`src/sv/sidq_pkg.sv`:
```
// Shared types and constants for the switch input debounce qualifier.
// Holds the channel words, debouncer codes, thresholds and register indexes.
// No dependencies.
package sidq_pkg;

   localparam int SWITCH_COUNT = 9;
   localparam int COUNT_WIDTH = 8;

   localparam logic [1:0] OP_SCAN = 2'd0;
   localparam logic [1:0] OP_QUAL_ENABLE = 2'd1;
   localparam logic [1:0] OP_QUAL_STARTNOW = 2'd2;

   localparam logic [1:0] REG_PRESSURE_MODE = 2'd0;
   localparam logic [1:0] REG_PRESSURE_LIMIT = 2'd1;
   localparam logic [1:0] REG_ACTIVE_WHEN_OPEN = 2'd2;

   localparam logic [2:0] ST_OPEN = 3'd0;
   localparam logic [2:0] ST_CLOSING_A = 3'd1;
   localparam logic [2:0] ST_CLOSING_B = 3'd2;
   localparam logic [2:0] ST_CLOSED = 3'd3;
   localparam logic [2:0] ST_OPENING_A = 3'd4;
   localparam logic [2:0] ST_OPENING_B = 3'd5;

   localparam int SW_ENABLE = 1;
   localparam int SW_STARTNOW = 8;

   localparam logic [11:0] ENABLE_HIGH = 12'hA00;
   localparam logic [15:0] START_HIGH = 16'h2400;
   localparam logic [15:0] CTRL_LOW = 16'h02F0;
   localparam logic [15:0] REGEN_HIGH = 16'h3800;
   localparam logic [15:0] STARTNOW_HIGH = 16'h3000;

   typedef struct packed {
      logic [1:0]  opcode;
      logic        filter_pin;
      logic [11:0] enable_raw;
      logic        power_pin;
      logic [15:0] start_ctrl_avg;
      logic [15:0] regen_ctrl_avg;
      logic [15:0] startnow_avg;
      logic [15:0] pressure_now;
   } req_word_type;

   typedef struct packed {
      logic [SWITCH_COUNT-1:0] closed_mask;
      logic                    auto_enable;
      logic                    start_now;
   } rsp_word_type;

   typedef struct packed {
      logic [2:0]              enable_state;
      logic [2:0]              sn_switch_state;
      logic [SWITCH_COUNT-1:0] closed_mask_next;
   } sw_status_type;

   typedef struct packed {
      logic flag;
      logic flag_next;
   } qual_status_type;

endpackage

```
`src/sv/sidq_debounce.sv`:
```
// Level decode and six-state debouncer bank for all nine switches.
// Depends on sidq_pkg.
module sidq_debounce (
   input  logic                  clock,
   input  logic                  reset,
   input  logic                  step,
   input  sidq_pkg::req_word_type word,
   output sidq_pkg::sw_status_type status
);

   logic [2:0] state_ff [sidq_pkg::SWITCH_COUNT];
   logic [2:0] state_in [sidq_pkg::SWITCH_COUNT];
   logic [sidq_pkg::SWITCH_COUNT-1:0] level;

   function automatic logic [2:0] next_state(input logic [2:0] cur, input logic lv);
      logic [2:0] nxt;
      case (cur)
         sidq_pkg::ST_OPEN:      nxt = lv ? sidq_pkg::ST_CLOSING_A : sidq_pkg::ST_OPEN;
         sidq_pkg::ST_CLOSING_A: nxt = lv ? sidq_pkg::ST_CLOSING_B : sidq_pkg::ST_OPEN;
         sidq_pkg::ST_CLOSING_B: nxt = lv ? sidq_pkg::ST_CLOSED : sidq_pkg::ST_OPEN;
         sidq_pkg::ST_CLOSED:    nxt = lv ? sidq_pkg::ST_CLOSED : sidq_pkg::ST_OPENING_A;
         sidq_pkg::ST_OPENING_A: nxt = lv ? sidq_pkg::ST_CLOSED : sidq_pkg::ST_OPENING_B;
         sidq_pkg::ST_OPENING_B: nxt = lv ? sidq_pkg::ST_CLOSED : sidq_pkg::ST_OPEN;
         default:                nxt = sidq_pkg::ST_OPEN;
      endcase
      return nxt;
   endfunction

   always_comb begin
      level[0] = ~word.filter_pin;
      level[1] = word.enable_raw > sidq_pkg::ENABLE_HIGH;
      level[2] = word.power_pin;
      level[3] = word.start_ctrl_avg > sidq_pkg::START_HIGH;
      level[4] = word.start_ctrl_avg < sidq_pkg::CTRL_LOW;
      level[5] = 1'b0;
      level[6] = word.regen_ctrl_avg < sidq_pkg::CTRL_LOW;
      level[7] = word.regen_ctrl_avg > sidq_pkg::REGEN_HIGH;
      level[8] = word.startnow_avg > sidq_pkg::STARTNOW_HIGH;
   end

   always_comb begin
      for (int i = 0; i < sidq_pkg::SWITCH_COUNT; i++) begin
         state_in[i] = (step && word.opcode == sidq_pkg::OP_SCAN) ?
                       next_state(state_ff[i], level[i]) : state_ff[i];
         status.closed_mask_next[i] = state_in[i] == sidq_pkg::ST_CLOSED;
      end
      status.enable_state = state_ff[sidq_pkg::SW_ENABLE];
      status.sn_switch_state = state_ff[sidq_pkg::SW_STARTNOW];
   end

   always_ff @(posedge clock) begin
      if (reset) begin
         for (int i = 0; i < sidq_pkg::SWITCH_COUNT; i++) begin
            state_ff[i] <= sidq_pkg::ST_OPEN;
         end
      end else begin
         state_ff <= state_in;
      end
   end

endmodule

```
`src/sv/sidq_qualifier.sv`:
```
// Saturating counter qualifier that toggles a flag after enough agreeing samples.
// Depends on sidq_pkg.
module sidq_qualifier #(
   parameter int QUALIFY_COUNT = 3
) (
   input  logic                     clock,
   input  logic                     reset,
   input  logic                     step,
   input  logic                     agree,
   output sidq_pkg::qual_status_type status
);

   localparam logic [sidq_pkg::COUNT_WIDTH-1:0] COUNT_MAX = '1;
   localparam logic [sidq_pkg::COUNT_WIDTH-1:0] LIMIT = sidq_pkg::COUNT_WIDTH'(QUALIFY_COUNT);

   logic [sidq_pkg::COUNT_WIDTH-1:0] count_ff, count_in;
   logic flag_ff, flag_in;

   always_comb begin
      count_in = count_ff;
      flag_in = flag_ff;
      if (step) begin
         if (!agree) begin
            count_in = '0;
         end else if (count_ff != COUNT_MAX) begin
            count_in = count_ff + 1'b1;
         end
         if (count_in >= LIMIT) begin
            flag_in = ~flag_ff;
         end
      end
   end

   assign status.flag = flag_ff;
   assign status.flag_next = flag_in;

   always_ff @(posedge clock) begin
      if (reset) begin
         count_ff <= '0;
         flag_ff <= 1'b0;
      end else begin
         count_ff <= count_in;
         flag_ff <= flag_in;
      end
   end

endmodule

```
`src/sv/switch_input_debounce_qualifier_core.sv`:
```
// Top level: input word register, debouncer bank, two qualifiers, result register.
// Depends on sidq_pkg, sidq_debounce and sidq_qualifier.
// A word moves on to the result register when that is empty or rsp_stall is low.
// Throughput: one word per cycle unless rsp_stall holds a full result register;
// every tick is one compare-and-count pass between the input and result registers.
// Reset (synchronous): switches open, counters and flags clear, config registers zero.
module switch_input_debounce_qualifier_core #(
   parameter int QUALIFY_COUNT = 3
) (
   input  logic                   clock,
   input  logic                   reset,
   input  logic                   req_valid,
   output logic                   req_stall,
   input  sidq_pkg::req_word_type req_word,
   output logic                   rsp_valid,
   input  logic                   rsp_stall,
   output sidq_pkg::rsp_word_type rsp_word,
   input  logic                   psel,
   input  logic                   penable,
   input  logic                   pwrite,
   input  logic [3:0]             paddr,
   input  logic [31:0]            pwdata,
   output logic [31:0]            prdata,
   output logic                   pready
);

   logic                   in_vld_ff;
   sidq_pkg::req_word_type in_word_ff;
   logic                   out_vld_ff;
   sidq_pkg::rsp_word_type out_word_ff;
   logic                   move;

   logic        pressure_mode_ff;
   logic [15:0] pressure_limit_ff;
   logic        active_when_open_ff;
   logic        csr_write;
   logic [1:0]  csr_index;

   sidq_pkg::sw_status_type   sw_status;
   sidq_pkg::qual_status_type en_status;
   sidq_pkg::qual_status_type sn_status;
   logic en_agree, sn_agree, pressure_low, sn_active;
   logic en_step, sn_step;

   assign move = in_vld_ff & (~out_vld_ff | ~rsp_stall);
   assign req_stall = in_vld_ff & ~move;
   assign rsp_valid = out_vld_ff;
   assign rsp_word = out_word_ff;

   // configuration port
   assign pready = 1'b1;
   assign csr_index = paddr[3:2];
   assign csr_write = psel & penable & pwrite;

   always_comb begin
      prdata = '0;
      case (csr_index)
         sidq_pkg::REG_PRESSURE_MODE:    prdata = {31'd0, pressure_mode_ff};
         sidq_pkg::REG_PRESSURE_LIMIT:   prdata = {16'd0, pressure_limit_ff};
         sidq_pkg::REG_ACTIVE_WHEN_OPEN: prdata = {31'd0, active_when_open_ff};
         default:                        prdata = '0;
      endcase
   end

   always_ff @(posedge clock) begin
      if (reset) begin
         pressure_mode_ff <= 1'b0;
         pressure_limit_ff <= '0;
         active_when_open_ff <= 1'b0;
      end else if (csr_write) begin
         case (csr_index)
            sidq_pkg::REG_PRESSURE_MODE:    pressure_mode_ff <= pwdata[0];
            sidq_pkg::REG_PRESSURE_LIMIT:   pressure_limit_ff <= pwdata[15:0];
            sidq_pkg::REG_ACTIVE_WHEN_OPEN: active_when_open_ff <= pwdata[0];
            default: ;
         endcase
      end
   end

   // tick datapath
   sidq_debounce u_debounce (
      .clock  (clock),
      .reset  (reset),
      .step   (move),
      .word   (in_word_ff),
      .status (sw_status)
   );

   assign en_step = move && in_word_ff.opcode == sidq_pkg::OP_QUAL_ENABLE;
   assign sn_step = move && in_word_ff.opcode == sidq_pkg::OP_QUAL_STARTNOW;

   assign en_agree = sw_status.enable_state ==
                     (en_status.flag ? sidq_pkg::ST_OPEN : sidq_pkg::ST_CLOSED);
   assign pressure_low = in_word_ff.pressure_now < pressure_limit_ff;
   assign sn_active = sw_status.sn_switch_state ==
                      (active_when_open_ff ? sidq_pkg::ST_OPEN : sidq_pkg::ST_CLOSED);
   assign sn_agree = (pressure_mode_ff ? pressure_low : sn_active) ^ sn_status.flag;

   sidq_qualifier #(.QUALIFY_COUNT(QUALIFY_COUNT)) u_qual_enable (
      .clock  (clock),
      .reset  (reset),
      .step   (en_step),
      .agree  (en_agree),
      .status (en_status)
   );

   sidq_qualifier #(.QUALIFY_COUNT(QUALIFY_COUNT)) u_qual_startnow (
      .clock  (clock),
      .reset  (reset),
      .step   (sn_step),
      .agree  (sn_agree),
      .status (sn_status)
   );

   always_ff @(posedge clock) begin
      if (reset) begin
         in_vld_ff <= 1'b0;
         out_vld_ff <= 1'b0;
      end else begin
         if (req_valid && !req_stall) begin
            in_vld_ff <= 1'b1;
         end else if (move) begin
            in_vld_ff <= 1'b0;
         end
         if (move) begin
            out_vld_ff <= 1'b1;
         end else if (!rsp_stall) begin
            out_vld_ff <= 1'b0;
         end
      end
   end

   always_ff @(posedge clock) begin
      if (req_valid && !req_stall) begin
         in_word_ff <= req_word;
      end
      if (move) begin
         out_word_ff.closed_mask <= sw_status.closed_mask_next;
         out_word_ff.auto_enable <= en_status.flag_next;
         out_word_ff.start_now <= sn_status.flag_next;
      end
   end

endmodule

```
`config.mk`:
```
export PLATFORM = sky130hd
export DESIGN_NAME = switch_input_debounce_qualifier_core
export DESIGN_NICKNAME = d
export VERILOG_FILES = /design/src/sv/sidq_pkg.sv /design/src/sv/sidq_debounce.sv /design/src/sv/sidq_qualifier.sv /design/src/sv/switch_input_debounce_qualifier_core.sv
export SDC_FILE = /design/constraint.sdc
export NUM_CORES = 1
export LEC_CHECK = 0
export BUFFER_PORTS_ARGS = -buffer_cell sky130_fd_sc_hd__buf_2
export CAP_MARGIN = 20
export CORE_MARGIN = 1.5
export CORE_UTILIZATION = 54
export DETAILED_ROUTE_END_ITERATION = 10
export PLACE_DENSITY = 0.91
export SLEW_MARGIN = 20
export SYNTH_ARGS = -nofsm -noshare
export SYNTH_HDL_FRONTEND = slang
export SYNTH_HIERARCHICAL = 1
export SYNTH_SLANG_ARGS = --single-unit
```
`constraint.sdc`:
```
create_clock -name clock -period 6.6 [get_ports clock]
set_input_delay 1.32 -clock clock [delete_from_list [all_inputs] [get_ports clock]]
set_output_delay 1.32 -clock clock [all_outputs]
set_load 0.03 [all_outputs]
```
==> results of run 1 <==
final timing paths:
check                       endpoint  slack (ps)  cells past startpoint
max                        prdata[0]        3110                      5
min             pressure_limit_ff[3]         470                      2
max reg2reg  u_qual_startnow/flag_ff        3240                     12
min reg2reg     pressure_limit_ff[3]         470                      2
per-layer routing:
layer | track usage | vias to the layer above
li1 | - | 2784
met1 | 0.256 | 2669
met2 | 0.353 | 217
met3 | 0.0623 | 20
met4 | 0.0685 | 0
met5 | 0 | -
cells in the final DEF, fill, tap and decap left out, types with 8 or more instances in the layout:
cell,instances
inv_1,33
buf_2,133
nand3_1,20
o211ai_1,8
nor2_1,39
conb_1,17
edfxtp_1,91
clkbuf_16,17
a21oi_1,61
nand2_1,80
nor4_1,10
nor3_1,19
ha_1,17
nor2b_1,11
a211oi_1,14
and2_1,17
dfxtp_1,65
o21ai_0,31
worst register-to-register path, cell delays in order (launching register included):
cell,delay [ps]
dfxtp_1,360
inv_1,60
ha_1,300
a211oi_1,230
nor2_1,90
nor3b_2,180
a41oi_1,180
xnor2_1,520
inv_1,190
or3b_1,430
o211a_1,160
and4_1,200
or3_1,340
logic make-up (layout without fill, tap and decap cells):
logic type / Yosys count / after routing / share of synthesized area
and+or+nand+nor: 267 / 267 / 0.196
AOI/OAI and AO/OA: 166 / 166 / 0.146
DFF: 156 / 156 / 0.545
buffers and inverters: 88 / 206 / 0.0678
adders and majority gates: 17 / 17 / 0.0287
muxes: 7 / 7 / 0.00947
xor gates and xnor gates: 5 / 5 / 0.00592
other: 2 / 17 / 0.00101
report_power, final:
part           total, mW  switching, mW  internal, mW
registers           1.09         0.0165          1.07
logic              0.122         0.0778        0.0442
clock network      0.938          0.363         0.575
area by class of cell:
type                    instances  area, um2  area share
multi-input cells             479       2930       0.341
flip-flops and latches        156       4030       0.469
well taps                     176        220      0.0256
inverters                      35        131      0.0153
clock inverters                11        118      0.0137
clock buffers                  21        460      0.0535
repair buffers                139        711      0.0826
per-stage QoR:
| stage | cell area (um2) | cells | worst slack, ps |
|---|---|---|---|
| 5_1_grt | 8610 | 1017 | 3020 |
| 4_1_cts | 8610 | 1017 | 3100 |
| 3_3_place_gp | 8030 | 985 | 3110 |
| 2_1_floorplan | 7460 | 723 | 887 |
| 3_5_place_dp | 8030 | 985 | 3100 |
| 6_report | 8610 | 1017 | 3110 |
state kept, by name, summed over array words and instances (netlist names), 6 cells and up:
name / flops
u_debounce/status: 6
u_qual_enable/count_ff: 8
pressure_limit_ff: 16
u_debounce/state_ff: 21
u_qual_startnow/count_ff: 8
in_word_ff: 80
rsp_word: 11
==> summary.md, run 1 <==
| Metric | Value |
|---|---|
| Num CTS Buffers | 17 |
| Share of post-route cells with drive strength above 1 | 0.238 |
| CTS hold repair buffers | 0 |
| Crit path capture type | output port |
| Detailed Place HPWL | 10000 um |
| FP Rows | 42 |
| Yosys reg bits | 156 |
| Synth Warn # | 6 |
| Least-Margin Pin Slew | 972 ps |
| Fraction of registers with async set/reset | 0 |
| IO Count | 169 |
| Hold WS | 467 ps |
| Largest net degree at the start of global routing | 81 |
| Worst hold path type | reg -> reg |
| Fill cells | 985 |
| Top-area cell type share of the netlist area | 0.369 |
| Postcts setup bufs | 0 |
| P&R area growth vs syn | 16.3% |
| Routed wl met2 | 7380 um |
| Worst path slowest cell | nor2b_4 |
| Number of global-route vias before repair | 5134 |
| Part of the cycle the worst path needs | 0.529 |
| Post-route DRC | 0 |
| Synth Flop Type | edfxtp_1 |
| Post-CTS resize count | 0 |
| RSZ-0062 raised after global routing | false |
| Worst VDD drop | 0.000271 V |
| Syn_area_per_cell | 10.5 um2 |
| Crit-path most repeated cell | buf_2 |
| Clk pin slew, worst setup/hold paths | 60 ps |
| Post-synth EDFFs | 91 |
| Max layer used | met4 |
| Most frequent cells after synthesis | 91 x edfxtp_1, 80 x nand2_1, 65 x dfxtp_1 |
| Final wirelength | 14800 um |
| Final ANT Viol Nets | 0 |
| # clock sinks | 156 |
| Cell taking the most area after synthesis | edfxtp_1 |
| Post-Syn Instances | 708 |
| Seq/Total Area, Yosys | 0.545 |
| Initial antenna violation count | 0 |
| Fin util | 0.647 |
| Worst Path Buf+Inv | 2 |
| Cell Pwr Density | 249 mW/mm2 |
| Setup violators final | 0 |
| Routed vias | 5690 |
| Routability congestion estimate | 0.916 |
| First-pass GRT wire length | 23700 um |
| Static leakage | 3.25 nW |
| Critical-path cell list | buf_2, nor2b_4, nand2_1, o21ai_0, buf_2 |
| Critical path origin | paddr[3] |
| Clk buf depth | 2 |
| WL met1 | 6220 um |
| Area contributors post-synth | edfxtp_1 37%, dfxtp_1 18%, a21oi_1 4.1% |
| Fin nets | 968 |
| Gr ovfl total | 0 |
| Crit path arrival time | 2170 ps |
| Clock Latency Late Sink | 410 ps |
| Setup_tns | 0 ps |
| Die height | 120 um |
| Crit path max-delay family | simple AND/OR/NAND/NOR gates |
| CTS tree | built |
| R2r startpoint | pressure_limit_ff[13] |
| Max Cap Viol | 0 |
| Die W | 120 um |
| Starting Density | 0.557 |
| Max FO, Critical Path | 17 |
| H-tree depth | 4 |
| CP max stage delay | 310 ps |
| Outcome | completed |
| Final min period | 3490 ps |
| Hold Crit Start | pressure_limit_ff[3] |
| Wire length per cell | 14.6 um |
| Core area | 0.0133 mm2 |
| Synth unique cells | 71 |
| Slew Limit Fails | 0 |
| Pwr Total | 2.14 mW |
| PortBufs | 133 |
| Highest clock rate | 286 MHz |
| Metal3 WL | 1010 um |
| Final clock skew | 6.72 ps |
| Most common cell in the netlist | edfxtp_1 |
| Worst EP required | 5280 ps |
| Vias per inst | 5.59 |
| Slew margin rel. | 0.352 |
| Synthesized area | 0.00740 mm2 |
| Fin. Hold Viols | 0 |
| Worst Path Class, Setup | in -> out |
| GRT Overall Usage | 0.209 |
| Initial drt markers | 350 |
| Antenna diodes | 0 |
| Worst Setup Start Kind | input pin |
| Die area | 0.0144 mm2 |
| Root buffer cell | clkbuf_16 |
| DR pass1 iterations | 6 |
(Power assumes the default switching activity.)
==> inputs of run 2 (changes only) <==
--- a/config.mk
+++ b/config.mk
@@ -5,12 +5,13 @@
 export SDC_FILE = /design/constraint.sdc
 export NUM_CORES = 1
 export LEC_CHECK = 0
+export ABC_AREA = 1
 export BUFFER_PORTS_ARGS = -buffer_cell sky130_fd_sc_hd__buf_2
 export CAP_MARGIN = 20
 export CORE_MARGIN = 1.5
-export CORE_UTILIZATION = 54
+export CORE_UTILIZATION = 49
 export DETAILED_ROUTE_END_ITERATION = 10
-export PLACE_DENSITY = 0.91
+export PLACE_DENSITY = 0.87
 export SLEW_MARGIN = 20
 export SYNTH_ARGS = -nofsm -noshare
 export SYNTH_HDL_FRONTEND = slang
==> constraint.sdc (replaced) <==
create_clock -name clock -period 2.9 [get_ports clock]
set_input_delay 0.58 -clock clock [delete_from_list [all_inputs] [get_ports clock]]
set_output_delay 0.58 -clock clock [all_outputs]
set_load 0.03 [all_outputs]
==> run 2 against run 1 <==
Effect of this change:
- final cell count increased by 16%
- first-iteration DRC count increased by 24%
- non-clock buffer count increased by 1
- sequential share of layout area decreased by 1.0 points
- critical path depth increased by 13
- hold slack got worse by 130 ps
- register-to-register slack got worse by 2800 ps
- total power increased by 140%
- worst setup slack got worse by 2700 ps
- routed wire length about the same
- sequential cell count unchanged
- critical endpoint is now rsp_word[0]
- largest cell class unchanged
- highest routed layer unchanged
==> summary.md, run 2 <==
| Metric | Value |
|---|---|
| Outcome | completed |
| Syn_area_per_cell | 8.84 um2 (-15%) |
| Detailed Place HPWL | 10700 um (+6.6%) |
| Setup_tns | 0 ps (unchanged) |
| Final ANT Viol Nets | 0 (unchanged) |
| Worst VDD drop | 0.000461 V (+70%) |
| Simple-gate share of the synthesized area | 0.232 (+0.0358) |
| Share of post-route cells with drive strength above 1 | 0.214 (-0.0235) |
| Number of global-route vias before repair | 5348 (+4.2%) |
| Worst Path Class, Setup | reg -> reg |
| First-pass GRT wire length | 23500 um (-0.61%) |
| Largest net degree at the start of global routing | 50 (-38%) |
| Post-CTS resize count | 0 (unchanged) |
| Least-Margin Pin Slew | 619 ps (-353 ps) |
| Core area | 0.0151 mm2 (+13%) |
| Die W | 127 um (+5.5%) |
| Clk buf depth | 2 (unchanged) |
| Static leakage | 3.69 nW (+14%) |
| Synth Warn # | 6 (unchanged) |
| Die area | 0.0161 mm2 (+11%) |
| Seq/Total Area, Yosys | 0.538 (-0.00719) |
| Area contributors post-synth | edfxtp_1 36%, dfxtp_1 17%, nand2_1 9.0% |
| Top flop regs | in_word_ff: 80 flops, u_debounce/state_ff: 21 flops, pressure_limit_ff: 16 flops |
| GRT Overall Usage | 0.186 (-0.0229) |
| Final non-filler cell area | 0.00880 mm2 (+2.2%) |
| Max Cap Viol | 0 (unchanged) |
| Wire length per cell | 12.6 um (-14%) |
| Fin nets | 1117 (+15%) |
| Part of the cycle the worst path needs | 0.861 |
| Clock Latency Late Sink | 420 ps (about the same) |
| P&R area growth vs syn | 17.4% |
| Fraction of registers with async set/reset | 0 (unchanged) |
| RSZ-0062 raised after global routing | false |
| FP Rows | 45 (+7.1%) |
| Post-Syn Instances | 848 (+20%) |
| Most common cell in the netlist | nand2_1 |
| Synthesized area | 0.00750 mm2 (+1.3%) |
| PortBufs | 133 (unchanged) |
| Final clock skew | 9.22 ps (+2.50 ps) |
| Top-area cell type share of the netlist area | 0.364 (-0.00487) |
| Worst Setup Start Kind | flop |
| Fill cells | 1268 (+29%) |
| Largest family of logic cells by synthesized area | simple AND/OR/NAND/NOR gates |
| Max FO, Critical Path | 8 (-9) |
| Highest clock rate | 400 MHz |
| Yosys reg bits | 156 (unchanged) |
| # clock sinks | 156 (unchanged) |
| Fin. Hold Viols | 0 (unchanged) |
| Post-route DRC | 0 (unchanged) |
| CTS hold repair buffers | 0 (unchanged) |
| Setup violators final | 0 (unchanged) |
| Clk pin slew, worst setup/hold paths | 60 ps (about the same) |
| Adder-cell area share of the yosys netlist | 0.0284 (-0.000379) |
| Mux share of post-synthesis cell area | 0 (-0.00947) |
| Die height | 127 um (+5.5%) |
| Num CTS Buffers | 17 (unchanged) |
| Synth unique cells | 47 (-34%) |
| Final wirelength | 14800 um (about the same) |
| Post-synth EDFFs | 91 (unchanged) |
| Most flops, register | in_word_ff |
| Antenna diodes | 0 (unchanged) |
| Worst hold path type | in -> reg |
| Crit path arrival time | 2670 ps (+500 ps) |
| Postcts setup bufs | 0 (unchanged) |
| Worst EP required | 3070 ps (-2210 ps) |
| Routability congestion estimate | 0.863 (-5.8%) |
| Synth Flop Type | edfxtp_1 |
| Commonest non-fill, non-tap cells in the layout | 179 x nand2_1, 133 x nor2_1, 133 x buf_2 |
| IO Count | 169 (unchanged) |
| Starting Density | 0.497 (-0.0596) |
| Initial antenna violation count | 0 (unchanged) |
| Slew margin rel. | 0.587 (+0.235) |
| Routed vias | 5969 (+4.9%) |
| CTS tree | built |
| Final min period | 2500 ps |
| Cell taking the most area after synthesis | edfxtp_1 |
| Most common cell after layout, fill and taps aside | nand2_1 |
| Initial drt markers | 435 (+24%) |
| Max reg flops | 80 (unchanged) |
| Gr ovfl total | 0 (unchanged) |
| Cell Pwr Density | 574 mW/mm2 (+130%) |
| Vias per inst | 5.07 (-9.4%) |
| XOR/XNOR Fraction of Synth Area | 0.00350 (-0.00241) |
| Synth Area in Compound Gates | 0.104 (-0.0416) |
| H-tree depth | 4 (unchanged) |
| DR pass1 iterations | 6 (unchanged) |
| Crit path capture type | flop |
| Most frequent cells after synthesis | 179 x nand2_1, 135 x nor2_1, 96 x inv_1 |
| Placed inst area | 0.00821 mm2 (+2.3%) |
| Slew Limit Fails | 0 (unchanged) |
| Root buffer cell | clkbuf_16 |
## run 2: kinds of logic (layout without fill, tap and decap cells)
kind of cell,count (synthesis),after routing
other cells,2,17
xor+xnor,3,3
compound gates,117,117
flops,156,156
fa+ha+maj,17,17
simple gates,408,408
buf+inv,145,271
## run 2: worst paths after layout
path / from / to / slack, ps / cells past startpoint
setup reg to reg: in_word_ff[5] / rsp_word[0] / 400 / 18
hold / removal: req_word[38] / in_word_ff[38] / 340 / 1
hold reg to reg: u_debounce/state_ff[10] / u_debounce/state_ff[10] / 480 / 2
setup / recovery: in_word_ff[5] / rsp_word[0] / 400 / 18
## run 2: per-stage QoR
| step | total power [mW] | worst slack (ps) | util | cells | hold slack, ps |
|---|---|---|---|---|---|
| final | 5.05 | 402 | 0.583 | 1177 | 337 |
| after CTS | 5.09 | 414 | 0.583 | 1177 | 322 |
| after floorplan | 2.76 | 150 | - | 863 | 445 |
| after detailed placement | 2.88 | 439 | 0.544 | 1146 | 463 |
| after global placement | 2.86 | 467 | 0.544 | 1146 | 459 |
| after global routing | 5.23 | 99.8 | 0.583 | 1177 | 313 |
## run 2: power by group
group / internal, mW / switching [mW] / leakage, nW
sequential: 2.44 / 0.0414 / 1.41
combinational: 0.122 / 0.223 / 1.99
clock: 1.41 / 0.805 / 0.286
total: 3.98 / 1.07 / 3.69
## run 2: layout make-up
class | instances | area [um2] | area share
Inverter | 100 | 387 | 0.0439
Clock buffer | 19 | 433 | 0.0492
Sequential cell | 156 | 4030 | 0.458
Timing Repair Buffer | 140 | 731 | 0.0830
Clock inverter | 12 | 153 | 0.0173
Multi-Input combinational cell | 562 | 2830 | 0.321
Tap cell | 188 | 235 | 0.0267
## run 2: critical path, cell delays in order (launching register included)
cell      delay [ps]
edfxtp_1         370
ha_1             310
a21oi_1          130
nor2_1            50
nor3_1           140
nand2_1          100
nand2_1           60
nand2_1           70
nand2_1           60
nand2_1           50
nand2_1          210
a21boi_0         210
nand2_1           90
nand3_1           80
nor2_1            50
nand2_1           80
nand2_1           50
nand2_1           90
nand2_1           50
## run 2: metal layers
metal | part of all wire | track usage | vias up
met5 | 0 | 0 | -
met1 | 0.42 | 0.216 | 2734
met3 | 0.050 | 0.0468 | 31
met2 | 0.50 | 0.320 | 204
li1 | - | - | 3000
met4 | 0.030 | 0.0949 | 0
